<file path="config.mk">
export PLATFORM = sky130hd
export DESIGN_NAME = election_peer_status_table_core
export DESIGN_NICKNAME = d
export VERILOG_FILES = /design/src/rtl/core/eps_pkg.sv /design/src/rtl/core/eps_ram.sv /design/src/rtl/core/eps_sub_unit.sv /design/src/rtl/core/election_peer_status_table_core.sv
export SDC_FILE = /design/constraint.sdc
export NUM_CORES = 2
export LEC_CHECK = 0
export ABC_AREA = 1
export BUFFER_PORTS_ARGS = -buffer_cell sky130_fd_sc_hd__buf_2
export CAP_MARGIN = 20
export CORE_UTILIZATION = 45
export DETAILED_ROUTE_END_ITERATION = 8
export GPL_ROUTABILITY_DRIVEN = 0
export GPL_TIMING_DRIVEN = 1
export HOLD_SLACK_MARGIN = 0.15
export PLACE_DENSITY = 0.73
export SKIP_LAST_GASP = 1
export SLEW_MARGIN = 20
export SYNTH_ARGS = -nofsm -noshare
export SYNTH_HDL_FRONTEND = slang
export SYNTH_HIERARCHICAL = 1
export SYNTH_SLANG_ARGS = --single-unit
</file>
<file path="constraint.sdc">
create_clock -name clk -period 11.4 [get_ports clk]
set_input_delay 1.14 -clock clk [delete_from_list [all_inputs] [get_ports clk]]
set_output_delay 1.14 -clock clk [all_outputs]
set_load 0.01 [all_outputs]
</file>
<file path="src/rtl/core/eps_pkg.sv">
// Shared types and codes for the election peer status table.
// Holds the peer record layout, register indexes, role codes and sequencer states.
// No dependencies.
package eps_pkg;

  // Action carried in the input tuser bit.
  localparam logic ACT_SAVE  = 1'b0;
  localparam logic ACT_QUERY = 1'b1;

  // Configuration register indexes.
  localparam logic [2:0] REG_QUORUM       = 3'd0;
  localparam logic [2:0] REG_LEADER_GROUP = 3'd1;
  localparam logic [2:0] REG_MY_GROUP     = 3'd2;
  localparam logic [2:0] REG_MY_PRIORITY  = 3'd3;
  localparam logic [2:0] REG_TIMEOUT_US   = 3'd4;
  localparam logic [2:0] REG_SELF_NODE    = 3'd5;
  localparam logic [2:0] REG_SELF_PASSIVE = 3'd6;
  localparam logic [2:0] REG_SELF_WEIGHT  = 3'd7;

  // Peer role codes that matter to the scan.
  localparam logic [2:0] ROLE_UNKNOWN = 3'd0;
  localparam logic [2:0] ROLE_LOGGER  = 3'd3;
  localparam logic [2:0] ROLE_PASSIVE = 3'd4;

  // One stored peer record.
  typedef struct packed {
    logic [7:0]  weight;
    logic        future_hb;
    logic        in_majority;
    logic [7:0]  group;
    logic [2:0]  role;
    logic        member;
    logic [63:0] priority_req;
    logic [63:0] rx_time;
  } eps_rec_t;

  // Result of the shared subtractor.
  typedef struct packed {
    logic        borrow;
    logic [63:0] diff;
  } eps_sub_t;

  typedef enum logic [2:0] {
    S_IDLE,
    S_FETCH,
    S_DIFF,
    S_TMO,
    S_PRIO,
    S_DONE
  } eps_state_t;

endpackage

</file>
<file path="src/rtl/core/eps_ram.sv">
// Generic single-write, single-read RAM with a registered read port.
// No dependencies.
module eps_ram #(
  parameter int WIDTH = 8,
  parameter int DEPTH = 8,
  localparam int AW = $clog2(DEPTH)
) (
  input  logic             clk,
  input  logic             we,
  input  logic [AW-1:0]    waddr,
  input  logic [WIDTH-1:0] wdata,
  input  logic [AW-1:0]    raddr,
  output logic [WIDTH-1:0] rdata
);

  logic [WIDTH-1:0] mem [DEPTH];

  always_ff @(posedge clk) begin
    if (we) begin
      mem[waddr] <= wdata;
    end
    rdata <= mem[raddr];
  end

endmodule

</file>
<file path="src/rtl/core/eps_sub_unit.sv">
// Shared 64-bit subtractor used for the liveness and priority compares.
// Depends on eps_pkg for the result struct.
module eps_sub_unit (
  input  logic [63:0]       a,
  input  logic [63:0]       b,
  output eps_pkg::eps_sub_t res
);

  logic [64:0] wide;

  // The borrow out of a - b is set exactly when a < b.
  assign wide       = {1'b0, a} - {1'b0, b};
  assign res.borrow = wide[64];
  assign res.diff   = wide[63:0];

endmodule

</file>
<file path="src/rtl/core/election_peer_status_table_core.sv">
// Election peer status table: top level with the scan sequencer and configuration.
// Depends on eps_pkg, eps_ram and eps_sub_unit.
//
// A save beat (tuser 0) writes one peer record and gives no result.
// A query beat (tuser 1) scans every table entry in ascending order and gives one
// result beat. The result is written to the output register once the scan ends, later
// only while that register still holds an earlier result, and the next beat can be
// taken in the cycle in which the result becomes valid. The scan shares one 64-bit
// subtractor that each entry uses three times: now minus receive time, that
// difference against the timeout, and the priority compare. The block takes no new
// beat while a query scan runs, but a finished result may wait in the output
// register while the next beat is taken. The table reads as empty after reset
// through per-entry valid bits, so there is no clearing pass. The configuration
// port is always ready.
module election_peer_status_table_core #(
  parameter int NODES = 8
) (
  input  logic         clk,
  input  logic         rst_n,
  // in_tdata from bit 0: node_id[3], member[1], role[3], group[8], priority_req[64],
  // in_majority[1], future_hb[1], last_recv_time[64], weight[8], now_time[64], zero pad
  input  logic [223:0] in_tdata,
  // in_tuser: action[1]
  input  logic         in_tuser,
  input  logic         in_tvalid,
  output logic         in_tready,
  // out_tdata from bit 0: self_in_majority[1], best_found[1], best_node[3], zero pad
  output logic [7:0]   out_tdata,
  output logic         out_tvalid,
  input  logic         out_tready,
  input  logic         cfg_valid,
  output logic         cfg_ready,
  input  logic [2:0]   cfg_index,
  input  logic [63:0]  cfg_data
);

  localparam int AW = $clog2(NODES);
  localparam int IW = (AW > 3) ? AW : 3;
  localparam int VW = 8 + AW + 1;
  localparam int RW = $bits(eps_pkg::eps_rec_t);

  // Configuration registers.
  logic [9:0]  quorum_r;
  logic [7:0]  lead_grp_r;
  logic [7:0]  own_grp_r;
  logic [63:0] my_priority_r;
  logic [31:0] timeout_r;
  logic [2:0]  self_node_r;
  logic        self_passive_r;
  logic [7:0]  own_wt_r;

  // Sequencer state.
  eps_pkg::eps_state_t state_r, state_nxt;
  logic [AW-1:0]    cnt_r, cnt_nxt;
  logic [63:0]      now_r, now_nxt;
  logic [63:0]      diff_r, diff_nxt;
  logic             lt_r, lt_nxt;
  logic             live_r, live_nxt;
  logic [VW-1:0]    votes_r, votes_nxt;
  logic [7:0]       best_group_r, best_group_nxt;
  logic [63:0]      top_prio_r, top_prio_nxt;
  logic [AW-1:0]    best_r, best_nxt;
  logic             found_r, found_nxt;
  logic [NODES-1:0] valid_r, valid_nxt;
  logic             out_valid_r, out_valid_nxt;
  logic [7:0]       out_data_r, out_data_nxt;

  // Input fields.
  logic [2:0]  in_node_id;
  logic [63:0] in_now;
  logic [IW-1:0] id_ext;
  logic        id_in_range;
  logic        in_fire;
  logic        save_fire;
  logic        query_fire;
  eps_pkg::eps_rec_t wr_rec;

  // Table access.
  logic [AW-1:0] raddr;
  logic [RW-1:0] rdata;
  eps_pkg::eps_rec_t rec;

  // Shared subtractor.
  logic [63:0]       sub_a, sub_b;
  eps_pkg::eps_sub_t sub_res;

  // Per-entry decisions.
  logic          is_self;
  logic          skip;
  logic          role_ok;
  logic          eligible;
  logic          gt;
  logic          upd;
  logic [VW-1:0] total;
  logic          major;
  logic [IW-1:0] best_ext;

  assign in_node_id = in_tdata[2:0];
  assign in_now     = in_tdata[216:153];

  assign wr_rec.rx_time      = in_tdata[144:81];
  assign wr_rec.priority_req = in_tdata[78:15];
  assign wr_rec.member       = in_tdata[3];
  assign wr_rec.role         = in_tdata[6:4];
  assign wr_rec.group        = in_tdata[14:7];
  assign wr_rec.in_majority  = in_tdata[79];
  assign wr_rec.future_hb    = in_tdata[80];
  assign wr_rec.weight       = in_tdata[152:145];

  assign id_ext      = IW'(in_node_id);
  assign id_in_range = ({1'b0, id_ext} < (IW + 1)'(NODES));

  assign in_tready  = (state_r == eps_pkg::S_IDLE);
  assign in_fire    = in_tvalid && in_tready;
  assign save_fire  = in_fire && (in_tuser == eps_pkg::ACT_SAVE);
  assign query_fire = in_fire && (in_tuser == eps_pkg::ACT_QUERY);

  assign cfg_ready  = 1'b1;
  assign out_tvalid = out_valid_r;
  assign out_tdata  = out_data_r;

  // During the priority step the next entry is already addressed, so its data
  // is ready when that entry's difference step starts.
  assign raddr = (state_r == eps_pkg::S_PRIO) ? cnt_r + AW'(1) : cnt_r;

  eps_ram #(
    .WIDTH(RW),
    .DEPTH(NODES)
  ) u_table (
    .clk  (clk),
    .we   (save_fire && id_in_range),
    .waddr(id_ext[AW-1:0]),
    .wdata(wr_rec),
    .raddr(raddr),
    .rdata(rdata)
  );

  assign rec = eps_pkg::eps_rec_t'(rdata);

  always_comb begin
    unique case (state_r)
      eps_pkg::S_DIFF: begin
        sub_a = now_r;
        sub_b = rec.rx_time;
      end
      eps_pkg::S_TMO: begin
        sub_a = diff_r;
        sub_b = {32'd0, timeout_r};
      end
      eps_pkg::S_PRIO: begin
        sub_a = top_prio_r;
        sub_b = rec.priority_req;
      end
      default: begin
        sub_a = 64'd0;
        sub_b = 64'd0;
      end
    endcase
  end

  eps_sub_unit u_sub (
    .a  (sub_a),
    .b  (sub_b),
    .res(sub_res)
  );

  assign is_self  = (IW'(cnt_r) == IW'(self_node_r));
  assign skip     = is_self || !valid_r[cnt_r] || !rec.member;
  assign role_ok  = !(rec.role == eps_pkg::ROLE_UNKNOWN || rec.role == eps_pkg::ROLE_LOGGER ||
                      rec.role == eps_pkg::ROLE_PASSIVE);
  assign eligible = !skip && role_ok && live_r && !rec.future_hb && rec.in_majority;
  assign gt       = sub_res.borrow;
  // Off the leader group a leader-group peer or higher priority wins; in it, higher priority.
  assign upd      = eligible &&
                    ((best_group_r != lead_grp_r && (rec.group == lead_grp_r || gt)) ||
                     (best_group_r == rec.group && gt));

  assign total    = votes_r + VW'(own_wt_r);
  assign major    = !self_passive_r && (total >= VW'(quorum_r));
  assign best_ext = IW'(best_r);

  always_comb begin
    state_nxt      = state_r;
    cnt_nxt        = cnt_r;
    now_nxt        = now_r;
    diff_nxt       = diff_r;
    lt_nxt         = lt_r;
    live_nxt       = live_r;
    votes_nxt      = votes_r;
    best_group_nxt = best_group_r;
    top_prio_nxt   = top_prio_r;
    best_nxt       = best_r;
    found_nxt      = found_r;
    valid_nxt      = valid_r;
    out_valid_nxt  = out_valid_r && !out_tready;
    out_data_nxt   = out_data_r;

    unique case (state_r)
      eps_pkg::S_IDLE: begin
        if (save_fire && id_in_range) begin
          valid_nxt[id_ext[AW-1:0]] = 1'b1;
        end
        if (query_fire) begin
          now_nxt        = in_now;
          cnt_nxt        = '0;
          votes_nxt      = '0;
          best_group_nxt = own_grp_r;
          top_prio_nxt   = my_priority_r;
          best_nxt       = '0;
          found_nxt      = 1'b0;
          state_nxt      = eps_pkg::S_FETCH;
        end
      end
      eps_pkg::S_FETCH: begin
        state_nxt = eps_pkg::S_DIFF;
      end
      eps_pkg::S_DIFF: begin
        lt_nxt    = sub_res.borrow;
        diff_nxt  = sub_res.diff;
        state_nxt = eps_pkg::S_TMO;
      end
      eps_pkg::S_TMO: begin
        live_nxt  = lt_r || sub_res.borrow;
        state_nxt = eps_pkg::S_PRIO;
      end
      eps_pkg::S_PRIO: begin
        if (!skip && live_r && rec.role != eps_pkg::ROLE_PASSIVE) begin
          votes_nxt = votes_r + VW'(rec.weight);
        end
        if (upd) begin
          best_group_nxt = rec.group;
          top_prio_nxt   = rec.priority_req;
          best_nxt       = cnt_r;
          found_nxt      = 1'b1;
        end
        if (cnt_r == AW'(NODES - 1)) begin
          state_nxt = eps_pkg::S_DONE;
        end else begin
          cnt_nxt   = cnt_r + AW'(1);
          state_nxt = eps_pkg::S_DIFF;
        end
      end
      eps_pkg::S_DONE: begin
        if (!out_valid_r || out_tready) begin
          out_valid_nxt = 1'b1;
          out_data_nxt  = {3'd0, (found_r ? best_ext[2:0] : 3'd0), found_r, major};
          state_nxt     = eps_pkg::S_IDLE;
        end
      end
      default: begin
        state_nxt = eps_pkg::S_IDLE;
      end
    endcase
  end

  always_ff @(posedge clk) begin
    if (!rst_n) begin
      state_r     <= eps_pkg::S_IDLE;
      cnt_r       <= '0;
      valid_r     <= '0;
      out_valid_r <= 1'b0;
    end else begin
      state_r     <= state_nxt;
      cnt_r       <= cnt_nxt;
      valid_r     <= valid_nxt;
      out_valid_r <= out_valid_nxt;
    end
  end

  always_ff @(posedge clk) begin
    now_r        <= now_nxt;
    diff_r       <= diff_nxt;
    lt_r         <= lt_nxt;
    live_r       <= live_nxt;
    votes_r      <= votes_nxt;
    best_group_r <= best_group_nxt;
    top_prio_r   <= top_prio_nxt;
    best_r       <= best_nxt;
    found_r      <= found_nxt;
    out_data_r   <= out_data_nxt;
  end

  always_ff @(posedge clk) begin
    if (!rst_n) begin
      quorum_r       <= 10'd0;
      lead_grp_r     <= 8'd0;
      own_grp_r      <= 8'd0;
      my_priority_r  <= 64'd0;
      timeout_r      <= 32'd0;
      self_node_r    <= 3'd0;
      self_passive_r <= 1'b0;
      own_wt_r       <= 8'd1;
    end else if (cfg_valid && cfg_ready) begin
      unique case (cfg_index)
        eps_pkg::REG_QUORUM:       quorum_r       <= cfg_data[9:0];
        eps_pkg::REG_LEADER_GROUP: lead_grp_r     <= cfg_data[7:0];
        eps_pkg::REG_MY_GROUP:     own_grp_r      <= cfg_data[7:0];
        eps_pkg::REG_MY_PRIORITY:  my_priority_r  <= cfg_data;
        eps_pkg::REG_TIMEOUT_US:   timeout_r      <= cfg_data[31:0];
        eps_pkg::REG_SELF_NODE:    self_node_r    <= cfg_data[2:0];
        eps_pkg::REG_SELF_PASSIVE: self_passive_r <= cfg_data[0];
        eps_pkg::REG_SELF_WEIGHT:  own_wt_r       <= cfg_data[7:0];
        default: begin
        end
      endcase
    end
  end

  // A result without a better peer never names one.
  assert property (@(posedge clk) disable iff (!rst_n)
    out_valid_r && !out_data_r[1] |-> out_data_r[4:2] == 3'd0)
    else $error("best_node set without best_found");

  // The scan index stays inside the table.
  assert property (@(posedge clk) disable iff (!rst_n)
    state_r != eps_pkg::S_IDLE |-> cnt_r <= AW'(NODES - 1))
    else $error("scan index beyond table");

  // An accepted query starts the scan on the next cycle.
  assert property (@(posedge clk) disable iff (!rst_n)
    query_fire |=> state_r == eps_pkg::S_FETCH)
    else $error("query beat did not start a scan");

  // Entry valid bits change only on an accepted save beat.
  assert property (@(posedge clk) disable iff (!rst_n)
    !save_fire |=> $stable(valid_r))
    else $error("valid bits changed without a save");

endmodule

</file>
After elaboration in Yosys (flattened, before gate mapping):

Memory sizes are Yosys's and may differ from the RTL's. A register that Yosys moved wholly into a read port is not among the register bits.
Index checks and enable logic that the tools add are counted.

* $add $sub $neg: 4
* $lt $le $gt $ge: 4
* equal/unequal tests: 25
* muxes and demuxes: 32
* bitwise operators: 2
* reduce and logical (&&, ||, !) cells: 50

Operators with widths (number)
* $pmux W64 S3: 2
* $mux W64: 2
* $pmux W64 S2: 1
* $sub A64 B64 Y65: 1
* $add A12 B8 Y12: 2
* $eq A3 B3 Y1 const B: 8
* $mux W12: 2
* $pmux W12 S2: 1
* $reduce_and A2 Y1: 12
* $mux W3: 7
* $pmux W3 S6: 1
* $eq A8 B8 Y1: 2
* $mux W8: 2
* $pmux W8 S2: 1
* $eq A3 B2 Y1 const B: 5
* $logic_and A1 B1 Y1: 15
* $ge A12 B10 Y1: 1
* $pmux W3 S2: 2
* $logic_not A3 Y1: 3
* $reduce_and A3 Y1: 3
* $logic_not A1 Y1: 8
* $logic_or A1 B1 Y1: 8
* $lt A3 B4 Y1 const B: 2
* $mux W1: 8
* other kinds (14): 18

* register bits after elaboration: 372
* memory bits (writable): 1200
* word-level logic and storage cells: 141
* memories kept: 1

Memory list
* u_table.mem: words 8, bits a word 150, rd ports 1, clocked after memory_dff 1, wr ports 1, line eps_ram.sv:16 `logic [WIDTH-1:0] mem [DEPTH];`

Logic depth before layout (Yosys ltp):

* word-level depth: 13
* mapped depth: 26

Cells and area by module:

The synthesis kept the hierarchy.

By module, submodules not included
* eps_ram: instances 1, cells each 5352, area each 55450.7 sq um, sequential area each 39037.4 sq um
* election_peer_status_table_core: instances 1, cells each 1877, area each 16363.2 sq um, sequential area each 9679.3 sq um
* eps_sub_unit: instances 1, cells each 1371, area each 6276.0 sq um, sequential area each 0.0 sq um

Worst setup path after synthesis:

Ideal clock, no wire load.

* path type: input to register
* start: input in_tvalid
* end: memory u_table/mem[1][0] (netlist bit), enable pin
* library setup time: 0.663 ns
* data arrival time: 7.717 ns
* required time: 10.737 ns
* slack: 3.020 ns
* stages on the path: 4
* buffers on the path: 0
* cell sequence: nand2_2 -> nor2_1 -> nand2_1 -> nor2_1

* longest elaborated chain between the ends: 4

RTL lines
* from (decl): line election_peer_status_table_core.sv:25 `input logic in_tvalid,`
* $logic_and A1 B1 Y1: line election_peer_status_table_core.sv:114 `assign in_fire = in_tvalid && in_tready;`
* $logic_and A1 B1 Y1: line election_peer_status_table_core.sv:115 `assign save_fire = in_fire && (in_tuser == eps_pkg::ACT_SAVE);`
* via save_fire: line election_peer_status_table_core.sv:74 `logic save_fire;`
* $mux W1: line eps_ram.sv:19 `if (we) begin`
* $mux W1 (not written as such): line eps_ram.sv:20 `mem[waddr] <= wdata;`
* to (decl): line eps_ram.sv:16

The timed path passes the listed nets, and every way through them passes these cells.

==> impl_metrics.py <==
metrics = {
    "global_routing": {
        "met1_usage_grt_pct": 27.9,
        "grt_start_max_net_pins": 177,
        "grt_use_met3_pct": 3.97,
        "first_pass_grt_wire_length_mm": 313,
        "grt_busiest_layer": "met2",
        "grt-ovfl-total": 0,
        "overall_track_demand_over_capacity_in_global_routing_pct": 23.6,
        "grt_pass1_vias": 54700,
        "antenna_found_initial": 91,
        "grt_util_met2_pct": 38.9,
    },
    "power": {
        "power.share.sequential_pct": 37.8,
        "p_leak_nw": 40.5,
        "internal_power_mw": 13.3,
        "cellPowerDensity_nw_per_um2": 251,
        "vdd.ir_drop.worst_mv": 0.164,
        "power.net_switching_mw": 8.55,
        "power_frac_comb_pct": 36.5,
        "netSwitchingFraction_pct": 39.1,
        "p_clk_share_pct": 25.6,
    },
    "timing": {
        "final.period_utilization_pct": 62.8,
        "timing.final.crit_period_ns": 7.16,
        "tightest_slew_ns": 1.07,
        "post-route-worst-setup-slack_ns": 4.24,
        "timing.slew.headroom_pct": 28.7,
        "rsz0062_at_grt": "no",
        "hold_violations": 0,
        "number_of_pins_with_negative_max_slew_slack_in_the_final_report": 0,
        "setup_viol": 0,
        "finalClockSkew_ns": 0.0240,
        "achievable-frequency_mhz": 140,
        "fin_tns_setup_ns": 0,
    },
    "setup_path": {
        "number_of_cells_on_the_worst_reg_to_reg_path": 24,
        "critical_path.endpoint": "top_prio_r[62]",
        "critPathCaptureType": "register",
        "cp_num_cells": 24,
        "worst-endpoint-arrival_ns": 7.60,
        "regToRegSetupSlack_ns": 4.24,
        "worst_setup_path_startpoint": "state_r[2]",
        "critical_path.max_stage_delay_ns": 0.63,
        "worst_setup_path_start_kind": "register",
        "rr_endpoint": "top_prio_r[62]",
        "cpMaxStageDelayCell": "sky130_fd_sc_hd__a21oi_1",
        "timing.critical_path.required_ns": 11.84,
        "cp_cell_sequence": "inv_1 > nor2_4 > buf_12 > clkinv_2 > buf_4 > o21ai_0 > inv_1 > ha_1 > nand2_1 > nand2_1 > a21oi_1 > o21ai_0 > nor2b_1 > nor2_1 > nand2_1 > a21oi_1 > o21ai_0 > nor3_1 > nand3_1 > nand2_1 > nand2_1 > a21oi_4 > buf_4 > buf_4",
        "critical_path_class": "reg -> reg",
        "worst_path_most_repeated_cell": "sky130_fd_sc_hd__nand2_1",
        "path_delay_family": "buffers and inverters",
        "timing.critical_path.fanout_max": 141,
        "path_buf_inv": 7,
        "rr_startpoint": "state_r[2]",
    },
    "layout": {
        "area.growth.synth_to_final_pct": 11.4,
        "final_core_util_pct": 50.6,
        "fin_nets": 9190,
        "drive_above_1_share_pct": 7.86,
    },
    "detailed_routing": {
        "avgViaCountPerCell": 5.01,
        "remaining_drc_errors": 0,
        "vias": 56600,
        "first_iter_violations": 5250,
        "totalWireLength_mm": 208,
        "drt_wl_cell_microns": 18.4,
        "drtAntennaViolNets": 0,
        "drt-pass1-iter-count": 8,
    },
    "clocking": {
        "cts.clk_slew.worst_paths_ns": 0.06,
        "post_cts_hold_buffer_count": 0,
        "post_cts_resize_count": 0,
        "clock_sinks": 1722,
        "cts.htree.levels": 4,
        "cts.root.buffer_cell": "sky130_fd_sc_hd__clkbuf_16",
        "cts_max_path_buffers": 3,
        "cts_inserted_buffers": 166,
        "post_cts_buffers": 0,
        "worstSkewPairLatency_ns": 0.82,
        "cts_tree": "done",
    },
    "synth": {
        "synth_mux_area_share_pct": 0,
        "post_synth_fa_ha_maj_area_fraction_pct": 1.57,
        "yosys_warnings": 6,
        "postSynthAreaPerCell_sq_um": 9.08,
        "largest_family_of_logic_cells_by_synthesized_area": "simple AND/OR/NAND/NOR gates",
        "synth_xor_xnor_area_share_pct": 0.617,
        "cells_taking_the_most_area_after_synthesis": "sky130_fd_sc_hd__edfxtp_1 55%, sky130_fd_sc_hd__nand2_1 15%, sky130_fd_sc_hd__inv_1 8.1%",
        "synth_async_sr_flop_share_pct": 0,
        "flop_and_latch_count_out_of_synthesis": 1722,
        "synthesis.instances": 8600,
        "synthDistinctLibCells": 46,
        "synth.top_cells.by_count": "3155 x sky130_fd_sc_hd__nand2_1, 1681 x sky130_fd_sc_hd__inv_1, 1423 x sky130_fd_sc_hd__edfxtp_1",
        "post-synth-top-count-cell": "sky130_fd_sc_hd__nand2_1",
        "synth_sequential_area_ratio_pct": 62.4,
        "netlist_area_sq_um": 78100,
        "synth_area_leader_cell": "sky130_fd_sc_hd__edfxtp_1",
        "synth-edff-count": 1423,
        "synthFlopType": "sky130_fd_sc_hd__edfxtp_1",
        "complex_gate_fraction_of_the_synthesized_area_pct": 2.02,
        "synth.top_cell.area_share_pct": 54.7,
        "synth_simple_gate_area_share_pct": 22.8,
    },
    "flow_run": {
        "cap_viol_max_count": 0,
    },
    "floorplanning": {
        "die_height_microns": 419,
        "initial_core_util_pct": 45.4,
        "num_io_pins": 308,
        "design.die.area_sq_um": 175000,
        "placement_rows": 152,
        "core_region_area_sq_um": 172000,
        "dieWidth_microns": 419,
    },
    "min_path": {
        "holdPathStages": 2,
        "hold_path_class": "reg -> reg",
    },
    "placement": {
        "port_buffers": 296,
        "preCtsSetupSlack_ns": 4.34,
        "hpwl_mm": 130,
    },
    "run_status": {
        "run_status": "completed",
    },
}
per-layer routing:
layer,vias up,share of wire [%]
met3,586,7.3
met2,2289,48
met5,-,0.17
met1,26500,38
met4,54,6.6
li1,27200,-
layout by cell type, fill, tap and decap left out, types with 26 or more instances in the layout:
master	synthesis	routed
sky130_fd_sc_hd__buf_4	33	47
sky130_fd_sc_hd__ha_1	93	93
sky130_fd_sc_hd__nand3_1	752	752
sky130_fd_sc_hd__nand2_1	3155	3155
sky130_fd_sc_hd__dfxtp_1	299	299
sky130_fd_sc_hd__clkinv_2	0	35
sky130_fd_sc_hd__clkbuf_16	0	169
sky130_fd_sc_hd__o21ai_0	164	162
sky130_fd_sc_hd__buf_2	171	295
sky130_fd_sc_hd__nand2_2	26	26
sky130_fd_sc_hd__nor2_1	400	389
sky130_fd_sc_hd__diode_2	0	41
sky130_fd_sc_hd__clkbuf_1	65	35
sky130_fd_sc_hd__a21oi_1	99	98
sky130_fd_sc_hd__xor2_1	41	41
sky130_fd_sc_hd__inv_1	1681	1678
sky130_fd_sc_hd__edfxtp_1	1423	1423
tightest hold or removal path, cell delays in order, from the launching register on:
cell and delay [ns]:
sky130_fd_sc_hd__dfxtp_1 0.29, sky130_fd_sc_hd__inv_1 0.06, sky130_fd_sc_hd__a21oi_1 0.06
through the flow:
stage	cells	total power [mW]	instance area (sq um)	hold WS [ns]
global route	11300	23.0	87000	0.465
floorplan	8602	13.8	78100	0.431
detailed placement	10900	16.1	81300	0.454
CTS	11300	21.7	86900	0.446
global placement	10900	16.0	81300	0.448
finish	11300	21.8	87000	0.464
layout make-up:
cell class              count  area [sq um]
repair buffers            353          2040
well taps                2310          2890
clock buffers             223          4620
diodes                     41           103
flip-flops and latches   1722         48700
clock inverters            89           977
fillers                 15000         84900
inverters                1688          6380
multi-input cells        4866         21200
state kept, by name, summed over array words and instances, names as in the netlist:
name	cells
now_r	64
timeout_r	32
found_r	1
self_node_r	3
diff_r	64
best_ext	3
lead_grp_r	8
top_prio_r	64
votes_r	12
own_grp_r	8
self_passive_r	1
lt_r	1
out_tvalid	1
my_priority_r	64
state_r	3
cnt_r	3
best_group_r	8
valid_r	8
u_table/rdata	150
quorum_r	10
own_wt_r	8
out_tdata	5
live_r	1
u_table/mem	1200
power groups by stage:
| stage | sequential (mW) | clock (mW) | combinational (mW) |
|---|---|---|---|
| 4_1_cts | 8.25 | 5.68 | 7.80 |
| 2_1_floorplan | 8.18 | 0 | 5.58 |
| 6_report | 8.27 | 5.60 | 7.98 |
| 3_3_place_gp | 8.37 | 0 | 7.62 |
| 3_5_place_dp | 8.38 | 0 | 7.73 |
| 5_1_grt | 8.31 | 5.92 | 8.79 |
kinds of logic (layout without fill, tap and decap cells):
| family | Yosys count | after routing |
|---|---|---|
| XOR/XNOR | 55 | 55 |
| AO/OA/AOI/OAI | 299 | 299 |
| adder cells (fa/ha/maj) | 96 | 96 |
| other | 2 | 45 |
| AND/OR/NAND/NOR | 4412 | 4412 |
| flip-flops | 1722 | 1722 |
| buffers and inverters | 2014 | 2353 |
worst min path at each step:
stage	from	endpoint
floorplan	valid_r[2]	valid_r[2]
global placement	quorum_r[8]	quorum_r[8]
detailed placement	quorum_r[5]	quorum_r[5]
CTS	in_tdata[205]	now_r[52]
global route	in_tdata[205]	now_r[52]
finish	quorum_r[8]	quorum_r[8]
(Power assumes the default switching activity.)
